## config.mk

```make
export PLATFORM = sky130hd
export DESIGN_NAME = scsi_disk_target_sequencer
export DESIGN_NICKNAME = d
export VERILOG_FILES = /design/src/design/sdts_pkg.sv /design/src/design/sdts_core.sv /design/src/design/scsi_disk_target_sequencer.sv
export SDC_FILE = /design/constraint.sdc
export NUM_CORES = 1
export LEC_CHECK = 0
export BUFFER_PORTS_ARGS = -buffer_cell sky130_fd_sc_hd__buf_2
export CAP_MARGIN = 15
export CORE_MARGIN = 2
export CORE_UTILIZATION = 55
export DETAILED_ROUTE_END_ITERATION = 6
export PLACE_DENSITY_LB_ADDON = 0.1
export SKIP_LAST_GASP = 1
export SLEW_MARGIN = 25
export SYNTH_ARGS = -nofsm -noshare
export SYNTH_HDL_FRONTEND = slang
export SYNTH_HIERARCHICAL = 1
export SYNTH_SLANG_ARGS = --single-unit
```

## constraint.sdc

```tcl
create_clock -name clk -period 18.8 [get_ports clk]
set_input_delay 4.7 -clock clk [delete_from_list [all_inputs] [get_ports clk]]
set_output_delay 4.7 -clock clk [all_outputs]
set_load 0.005 [all_outputs]
```

## src/design/sdts_pkg.sv

```systemverilog
`default_nettype none
package sdts_pkg;

  localparam int unsigned CFG_IDX_W = 2;

  typedef enum logic [1:0] {
    FUNC_BEGIN   = 2'd0,
    FUNC_ADVANCE = 2'd1,
    FUNC_ABORT   = 2'd2
  } func_t;

  typedef enum logic [2:0] {
    ACT_INLINE     = 3'd0,
    ACT_READ_BLOCK = 3'd1,
    ACT_RECEIVE    = 3'd2,
    ACT_DELAY      = 3'd3,
    ACT_WRITE_BLOCK = 3'd4,
    ACT_STATUS     = 3'd5,
    ACT_END        = 3'd6
  } action_t;

  typedef enum logic [3:0] {
    PH_IDLE        = 4'd0,
    PH_SENSE       = 4'd1,
    PH_TUR         = 4'd2,
    PH_READ_CHECK  = 4'd3,
    PH_READ_XFER   = 4'd4,
    PH_WRITE_CHECK = 4'd5,
    PH_WRITE_WAIT  = 4'd6,
    PH_WRITE_XFER  = 4'd7,
    PH_INQUIRY     = 4'd8,
    PH_CAPACITY    = 4'd9,
    PH_UNKNOWN     = 4'd10,
    PH_STATUS      = 4'd11,
    PH_COMPLETE    = 4'd12
  } phase_t;

  localparam logic [CFG_IDX_W-1:0] CFG_SECTOR_COUNT    = 2'd0;
  localparam logic [CFG_IDX_W-1:0] CFG_WRITE_PROTECTED = 2'd1;
  localparam logic [CFG_IDX_W-1:0] CFG_SOLID_STATE     = 2'd2;
  localparam logic [CFG_IDX_W-1:0] CFG_BLOCK_SIZE_256  = 2'd3;

  localparam logic [7:0] OP_TEST_READY = 8'h00;
  localparam logic [7:0] OP_REQ_SENSE  = 8'h03;
  localparam logic [7:0] OP_READ6      = 8'h08;
  localparam logic [7:0] OP_READ10     = 8'h28;
  localparam logic [7:0] OP_WRITE6     = 8'h0A;
  localparam logic [7:0] OP_WRITE10    = 8'h2A;
  localparam logic [7:0] OP_INQUIRY    = 8'h12;
  localparam logic [7:0] OP_CAPACITY   = 8'h25;

  localparam logic [7:0] GROUP_MASK = 8'hE0;
  localparam logic [7:0] GROUP_0    = 8'h00;
  localparam logic [7:0] GROUP_1    = 8'h20;

  localparam logic [7:0] SENSE_NONE      = 8'h00;
  localparam logic [7:0] SENSE_ADDRESS   = 8'h21;
  localparam logic [7:0] SENSE_PROTECTED = 8'h17;
  localparam logic [7:0] SENSE_WRITE_ERR = 8'h11;
  localparam logic [7:0] SENSE_BAD_FIELD = 8'h70;

  localparam logic [7:0]  STATUS_GOOD      = 8'h80;
  localparam logic [7:0]  STATUS_CHECK     = 8'h82;
  localparam logic [63:0] SEEK_DELAY_US    = 64'd5500;
  localparam logic [9:0]  BYTES_FULL       = 10'd512;
  localparam logic [9:0]  BYTES_HALF       = 10'd256;

  typedef struct packed {
    logic [1:0] func;
    logic [7:0] opcode;
    logic [7:0] b1;
    logic [7:0] b2;
    logic [7:0] b3;
    logic [7:0] b4;
    logic [7:0] b5;
    logic [7:0] b7;
    logic [7:0] b8;
    logic       store_fault;
  } item_t;

  typedef struct packed {
    action_t     action;
    logic [9:0]  transfer_length;
    logic [63:0] reply_bytes;
    logic [31:0] disk_sector;
    logic        sector_half;
  } result_t;

  typedef struct packed {
    logic [31:0] sector_count;
    logic        write_protected;
    logic        solid_state;
    logic        block_size_256;
  } cfg_t;

endpackage
`default_nettype wire

```

## src/design/sdts_core.sv

```systemverilog
`default_nettype none
module sdts_core (
  input  wire logic             clk,
  input  wire logic             rst_n,
  input  wire logic             fire,
  input  sdts_pkg::item_t       item,
  input  sdts_pkg::cfg_t        cfg,
  output logic                  res_valid,
  output sdts_pkg::result_t     res
);
  import sdts_pkg::*;

  phase_t      phase_r, phase_nxt;
  logic [31:0] next_block_r, next_block_nxt;
  logic [16:0] blocks_left_r, blocks_left_nxt;
  logic [7:0]  sense_r, sense_nxt;
  logic        clr_pend_r, clr_pend_nxt;
  logic        evpd_r, evpd_nxt;

  logic [32:0] bound;
  logic [31:0] bound_m1;
  logic        out_of_range;
  logic [9:0]  blk_bytes;
  logic [31:0] blk_sector;
  logic        blk_half;
  logic [16:0] left_dec;
  logic [31:0] block_inc;

  // The bound is counted in logical blocks, so it doubles in 256-byte mode.
  assign bound        = cfg.block_size_256 ? {cfg.sector_count, 1'b0}
                                           : {1'b0, cfg.sector_count};
  assign bound_m1     = bound[31:0] - 32'd1;
  assign out_of_range = {1'b0, next_block_r} >= bound;
  assign blk_bytes    = cfg.block_size_256 ? BYTES_HALF : BYTES_FULL;
  assign blk_sector   = cfg.block_size_256 ? {1'b0, next_block_r[31:1]} : next_block_r;
  assign blk_half     = cfg.block_size_256 & next_block_r[0];
  assign left_dec     = blocks_left_r - 17'd1;
  assign block_inc    = next_block_r + 32'd1;

  always_comb begin
    phase_nxt       = phase_r;
    next_block_nxt  = next_block_r;
    blocks_left_nxt = blocks_left_r;
    sense_nxt       = sense_r;
    clr_pend_nxt    = clr_pend_r;
    evpd_nxt        = evpd_r;
    res_valid       = 1'b0;
    res             = '0;

    if (fire) begin
      unique case (item.func)
        FUNC_BEGIN: begin
          if (clr_pend_r && item.opcode != OP_INQUIRY) begin
            clr_pend_nxt = 1'b0;
            sense_nxt    = SENSE_NONE;
          end
          evpd_nxt = item.b1[0];
          if ((item.opcode & GROUP_MASK) == GROUP_0) begin
            next_block_nxt  = {11'd0, item.b1[4:0], item.b2, item.b3};
            blocks_left_nxt = (item.b4 != 8'd0) ? {9'd0, item.b4} : 17'd256;
          end else if ((item.opcode & GROUP_MASK) == GROUP_1) begin
            next_block_nxt  = {item.b2, item.b3, item.b4, item.b5};
            blocks_left_nxt = ({item.b7, item.b8} != 16'd0) ? {1'b0, item.b7, item.b8}
                                                            : 17'h10000;
          end
          unique case (item.opcode)
            OP_TEST_READY:        phase_nxt = PH_TUR;
            OP_REQ_SENSE:         phase_nxt = PH_SENSE;
            OP_READ6, OP_READ10:  phase_nxt = PH_READ_CHECK;
            OP_WRITE6, OP_WRITE10: phase_nxt = PH_WRITE_CHECK;
            OP_INQUIRY:           phase_nxt = PH_INQUIRY;
            OP_CAPACITY:          phase_nxt = PH_CAPACITY;
            default:              phase_nxt = PH_UNKNOWN;
          endcase
        end

        FUNC_ADVANCE: begin
          unique case (phase_r)
            PH_SENSE: begin
              clr_pend_nxt        = 1'b1;
              res_valid           = 1'b1;
              res.action          = ACT_INLINE;
              res.transfer_length = 10'd4;
              res.reply_bytes     = {sense_r, 56'd0};
              phase_nxt           = PH_STATUS;
            end
            PH_TUR: begin
              sense_nxt = SENSE_NONE;
              phase_nxt = PH_STATUS;
            end
            PH_READ_CHECK: begin
              if (out_of_range) begin
                sense_nxt = SENSE_ADDRESS;
                phase_nxt = PH_STATUS;
              end else begin
                phase_nxt = PH_READ_XFER;
                if (!cfg.solid_state) begin
                  res_valid       = 1'b1;
                  res.action      = ACT_DELAY;
                  res.reply_bytes = SEEK_DELAY_US;
                end
              end
            end
            PH_READ_XFER, PH_WRITE_XFER: begin
              if (item.store_fault) begin
                sense_nxt = (phase_r == PH_READ_XFER) ? SENSE_ADDRESS : SENSE_WRITE_ERR;
                phase_nxt = PH_STATUS;
              end else begin
                res_valid           = 1'b1;
                res.action          = (phase_r == PH_READ_XFER) ? ACT_READ_BLOCK
                                                                : ACT_WRITE_BLOCK;
                res.transfer_length = blk_bytes;
                res.disk_sector     = blk_sector;
                res.sector_half     = blk_half;
                next_block_nxt      = block_inc;
                blocks_left_nxt     = left_dec;
                if (left_dec != 17'd0) begin
                  phase_nxt = (phase_r == PH_READ_XFER) ? PH_READ_XFER : PH_WRITE_CHECK;
                end else begin
                  sense_nxt = SENSE_NONE;
                  phase_nxt = PH_STATUS;
                end
              end
            end
            PH_WRITE_CHECK: begin
              if (cfg.write_protected) begin
                sense_nxt = SENSE_PROTECTED;
                phase_nxt = PH_STATUS;
              end else if (out_of_range) begin
                sense_nxt = SENSE_ADDRESS;
                phase_nxt = PH_STATUS;
              end else begin
                res_valid           = 1'b1;
                res.action          = ACT_RECEIVE;
                res.transfer_length = blk_bytes;
                phase_nxt           = PH_WRITE_WAIT;
              end
            end
            PH_WRITE_WAIT: begin
              phase_nxt = PH_WRITE_XFER;
              if (!cfg.solid_state) begin
                res_valid       = 1'b1;
                res.action      = ACT_DELAY;
                res.reply_bytes = SEEK_DELAY_US;
              end
            end
            PH_INQUIRY: begin
              phase_nxt = PH_STATUS;
              if (evpd_r) begin
                sense_nxt = SENSE_BAD_FIELD;
              end else begin
                res_valid           = 1'b1;
                res.action          = ACT_INLINE;
                res.transfer_length = 10'd2;
                sense_nxt           = SENSE_NONE;
              end
            end
            PH_CAPACITY: begin
              res_valid           = 1'b1;
              res.action          = ACT_INLINE;
              res.transfer_length = 10'd8;
              res.reply_bytes     = {bound_m1, 22'd0, blk_bytes};
              sense_nxt           = SENSE_NONE;
              phase_nxt           = PH_STATUS;
            end
            PH_UNKNOWN: begin
              phase_nxt = PH_STATUS;
            end
            PH_STATUS: begin
              res_valid           = 1'b1;
              res.action          = ACT_STATUS;
              res.transfer_length = 10'd2;
              res.reply_bytes     = {(sense_r != SENSE_NONE) ? STATUS_CHECK : STATUS_GOOD,
                                     56'd0};
              phase_nxt           = PH_COMPLETE;
            end
            PH_COMPLETE: begin
              res_valid  = 1'b1;
              res.action = ACT_END;
              phase_nxt  = PH_IDLE;
            end
            default: begin
              phase_nxt = PH_IDLE;
            end
          endcase
        end

        FUNC_ABORT: begin
          phase_nxt = PH_IDLE;
        end

        default: begin
        end
      endcase
    end
  end

  always_ff @(posedge clk) begin
    if (!rst_n) begin
      phase_r       <= PH_IDLE;
      next_block_r  <= '0;
      blocks_left_r <= '0;
      sense_r       <= SENSE_NONE;
      clr_pend_r    <= 1'b0;
      evpd_r        <= 1'b0;
    end else begin
      phase_r       <= phase_nxt;
      next_block_r  <= next_block_nxt;
      blocks_left_r <= blocks_left_nxt;
      sense_r       <= sense_nxt;
      clr_pend_r    <= clr_pend_nxt;
      evpd_r        <= evpd_nxt;
    end
  end

endmodule
`default_nettype wire

```

## src/design/scsi_disk_target_sequencer.sv

```systemverilog
`default_nettype none
// Disk target command sequencer. A begin beat loads a command block, each advance
// beat yields at most one bus or store action, and an abort beat returns to idle.
// One item is taken per clock cycle while the input is not stalled; an accepted
// item is held in an input register, decoded against the phase state in one pass,
// and its result is loaded into the output register once that register is free
// or being drained. The output register decouples the sides, so input stalls
// only while a result is waiting and out_ready is low. Configuration writes are
// always accepted and should be made only while the sequencer is idle.
module scsi_disk_target_sequencer (
  input  wire logic                           clk,
  input  wire logic                           rst_n,
  input  wire logic                           in_valid,
  output logic                                in_ready,
  input  wire logic [1:0]                     in_func,
  input  wire logic [7:0]                     in_opcode,
  input  wire logic [7:0]                     in_cdb_byte1,
  input  wire logic [7:0]                     in_cdb_byte2,
  input  wire logic [7:0]                     in_cdb_byte3,
  input  wire logic [7:0]                     in_cdb_byte4,
  input  wire logic [7:0]                     in_cdb_byte5,
  input  wire logic [7:0]                     in_cdb_byte7,
  input  wire logic [7:0]                     in_cdb_byte8,
  input  wire logic                           in_store_fault,
  output logic                                out_valid,
  input  wire logic                           out_ready,
  output logic [2:0]                          out_action,
  output logic [9:0]                          out_transfer_length,
  output logic [63:0]                         out_reply_bytes,
  output logic [31:0]                         out_disk_sector,
  output logic                                out_sector_half,
  input  wire logic                           cfg_valid,
  output logic                                cfg_ready,
  input  wire logic [sdts_pkg::CFG_IDX_W-1:0] cfg_index,
  input  wire logic [31:0]                    cfg_data
);
  import sdts_pkg::*;

  item_t   item_r;
  logic    item_valid_r, item_valid_nxt;
  cfg_t    cfg_r;
  result_t out_r;
  logic    out_valid_r, out_valid_nxt;
  logic    move;
  logic    fire;
  logic    res_valid;
  result_t res;

  // The pipeline moves whenever the output register is free or being drained.
  assign move      = !out_valid_r || out_ready;
  assign fire      = item_valid_r && move;
  assign in_ready  = !item_valid_r || move;
  assign cfg_ready = 1'b1;

  assign item_valid_nxt = in_ready ? in_valid : item_valid_r;
  assign out_valid_nxt  = move ? (fire && res_valid) : out_valid_r;

  sdts_core u_core (
    .clk       (clk),
    .rst_n     (rst_n),
    .fire      (fire),
    .item      (item_r),
    .cfg       (cfg_r),
    .res_valid (res_valid),
    .res       (res)
  );

  always_ff @(posedge clk) begin
    if (!rst_n) begin
      item_valid_r <= 1'b0;
      out_valid_r  <= 1'b0;
      cfg_r        <= '0;
    end else begin
      item_valid_r <= item_valid_nxt;
      out_valid_r  <= out_valid_nxt;
      if (cfg_valid) begin
        unique case (cfg_index)
          CFG_SECTOR_COUNT:    cfg_r.sector_count    <= cfg_data;
          CFG_WRITE_PROTECTED: cfg_r.write_protected <= cfg_data[0];
          CFG_SOLID_STATE:     cfg_r.solid_state     <= cfg_data[0];
          CFG_BLOCK_SIZE_256:  cfg_r.block_size_256  <= cfg_data[0];
          default: begin
          end
        endcase
      end
    end
  end

  always_ff @(posedge clk) begin
    if (in_valid && in_ready) begin
      item_r <= '{func: in_func, opcode: in_opcode, b1: in_cdb_byte1, b2: in_cdb_byte2,
                  b3: in_cdb_byte3, b4: in_cdb_byte4, b5: in_cdb_byte5, b7: in_cdb_byte7,
                  b8: in_cdb_byte8, store_fault: in_store_fault};
    end
    if (fire && res_valid) begin
      out_r <= res;
    end
  end

  assign out_valid           = out_valid_r;
  assign out_action          = out_r.action;
  assign out_transfer_length = out_r.transfer_length;
  assign out_reply_bytes     = out_r.reply_bytes;
  assign out_disk_sector     = out_r.disk_sector;
  assign out_sector_half     = out_r.sector_half;

endmodule
`default_nettype wire
```

==> flow_metrics.env <==
export IMPL_layout_filler_cells=2181
export IMPL_grt_overflow=0
export IMPL_pin_count_of_the_biggest_net_entering_global_routing=92
export IMPL_clkTransAtPathRegs_ns=0.06
export IMPL_whs_path_depth=2
export IMPL_core_rowCount=59
export IMPL_cts_htree_levels=1
export IMPL_syn_inst=1478
export IMPL_synth_yosys_warnings=6
export IMPL_syn_area_mm2=0.0145
export IMPL_global_route_wire_length_before_repair_um=57500
export IMPL_detail_route_drc_violations=0
export IMPL_tritoncts_num_sinks=274
export IMPL_antenna_violating_nets_post_route=0
export IMPL_viasPerCell=5.89
export IMPL_finalWirelength_um=36300
export IMPL_io_buffers=214
export IMPL_report_final_hold_viol_count=0
export IMPL_startpoint_of_the_tightest_hold_check_path="u_core/sense_r[3]"
export IMPL_grt_setup_unrepaired="no"
export IMPL_utilization_pct=63.5
export IMPL_area_overhead_vs_synth_pct=13.7
export IMPL_globalRouteTotalUtil_pct=25.4
export IMPL_final_nets=1785
export IMPL_source_of_the_worst_register_to_register_timing_path="cfg_r[0]"
export IMPL_tritoncts_clock_tree="built"
export IMPL_multi_input_area_mm2=0.00662
export IMPL_initial_core_util_pct=55.8
export IMPL_placeableCoreArea_mm2=0.0260
export IMPL_synthesis_area_per_instance_um2=9.82
export IMPL_i_o_pin_cnt=219
export IMPL_ctsResizeCount=0
export IMPL_cts_root_buffer="clkbuf_16"
export IMPL_dr_first_iter_drc_count=1154
export IMPL_fmax_ghz=0.102
export IMPL_finalWorstPathRequiredPeriod_ns=9.81
export IMPL_holdBufCountCts=0
export IMPL_hold_ws_ns=0.463
export IMPL_grt_antenna_before_repair=0
export IMPL_finalClockSkew_ns=0.0135
export IMPL_criticalPathCategory="primary input to output pin"
export IMPL_cp_data_arrival_time_ns=5.11
export IMPL_worst_slew_pin_slew_ns=1.04
export IMPL_die_h_um=166
export IMPL_clock_buffers_created_by_tritoncts=29
export IMPL_grt_pass1_vias=10900
export IMPL_die_w_um=166
export IMPL_globalplace_congestion=0.899
export IMPL_timing_setup_tns_ns=0
export IMPL_maxSlewViolCount=0
export IMPL_r2r_end="out_disk_sector[17]"
export IMPL_setup_reg_to_reg_worst_slack_ns=12.41
export IMPL_worst_endpoint_required_ns=14.10
export IMPL_setup_violations=0
export IMPL_timing_final_crit_share_pct=52.2
export IMPL_total_leakage_power_nw=6.20
export IMPL_relSlewSlack_pct=30.4
export IMPL_hpwl_um=25300
export IMPL_power_per_cell_area_mw_per_mm2=85.8
export IMPL_routedWlPerCell_um=18.2
export IMPL_diodes=0
export IMPL_placement_setup_worst_slack_ns=8.99
export IMPL_capture_endpoint_of_the_worst_hold_path="u_core/sense_r[3]"
export IMPL_route_vias_total=11800
export IMPL_max_clock_buf_depth=3
export IMPL_die_area_mm2=0.0277
export IMPL_power_ir_vdd_worst_v=0.0000726
export IMPL_outcome="completed"
export IMPL_path_max_fanout=3
export IMPL_start_kind="primary input"
export IMPL_cap_viol_max_count=0
export IMPL_endpoint_kind="output pin"
export IMPL_cts_setup_buffers=0
export IMPL_layout_area_seq_mm2=0.00723
export IMPL_clk_latency_ns=0.55
export IMPL_detail_route_first_pass_iterations=5
export IMPL_register_to_register_path_depth=13
export IMPL_finalWorstSetupSlack_ns=8.99
export IMPL_layout_cells_sized_above_1_pct=18.4
export IMPL_hp_class="flop to flop"
==> layout make-up <==
type,instances,area share (%)
clock buffer,41,4.91
clock inverter,12,0.819
inverter,30,0.682
multi-input combinational,1078,40.1
sequential,274,43.8
tap,335,2.54
timing repair buffer,227,7.10
==> worst max-delay path, cell delays in order <==
cell and delay (ns):
buf_2 0.10, nand3b_1 0.17, buf_2 0.14
==> where the power goes <==
part | total [W] | leakage, nW | internal (W) | switching, W
clock network | 0.000566 | 0.466 | 0.000339 | 0.000226
logic | 0.000169 | 3.29 | 0.0000672 | 0.000102
registers | 0.000680 | 2.44 | 0.000656 | 0.0000244
==> metal layers <==
layer	track usage (%)	vias to the layer above	part of all wire (%)
met5	0	-	0
met4	7.46	0	2.8
met3	3.87	77	6.9
met2	41.7	482	47
met1	35.0	5537	43
li1	-	5668	-
==> worst max path at each step <==
stage               startpoint             to  slack, ns  cells after the start
finish               out_ready       in_ready       8.99                      3
global route         out_ready       in_ready       8.97                      3
CTS                  out_ready       in_ready       8.98                      3
detailed placement   out_ready       in_ready       8.99                      3
global placement     out_ready       in_ready       9.00                      3
floorplan            out_ready  out_action[0]       7.93                      6
==> state kept, by name (all words and copies together), names as in the netlist <==
register              flops
u_core/next_block_r      32
u_core/phase_r            4
out_sector_half           1
u_core/blocks_left_r     17
out_valid                 1
u_core/evpd_r             1
cfg_r                    35
item_valid_r              1
item_r                   64
out_transfer_length      10
u_core/clr_pend_r         1
out_action                3
out_reply_bytes          64
out_disk_sector          32
u_core/sense_r            8
==> layout by cell type (no fill, tap or decap), types with 20 or more instances in the layout <==
master,instances
mux2i_1,97
nor4_1,23
xnor2_1,23
o21ai_0,59
nand2_1,199
inv_1,29
a221oi_1,20
conb_1,29
a21oi_1,96
edfxtp_1,174
buf_2,214
dfxtp_1,99
clkbuf_16,29
nand3_1,37
nor2_1,151
nor3_1,35
ha_1,38
==> through the flow <==
stage / instance area (µm²) / cells / power (W)
global placement: 15500 / 1944 / 0.000855
finish: 16500 / 1997 / 0.00142
detailed placement: 15600 / 1944 / 0.000858
CTS: 16500 / 1997 / 0.00142
floorplan: 14600 / 1505 / 0.000811
global route: 16500 / 1997 / 0.00147
Note: power is estimated with default switching activity, not from simulation.
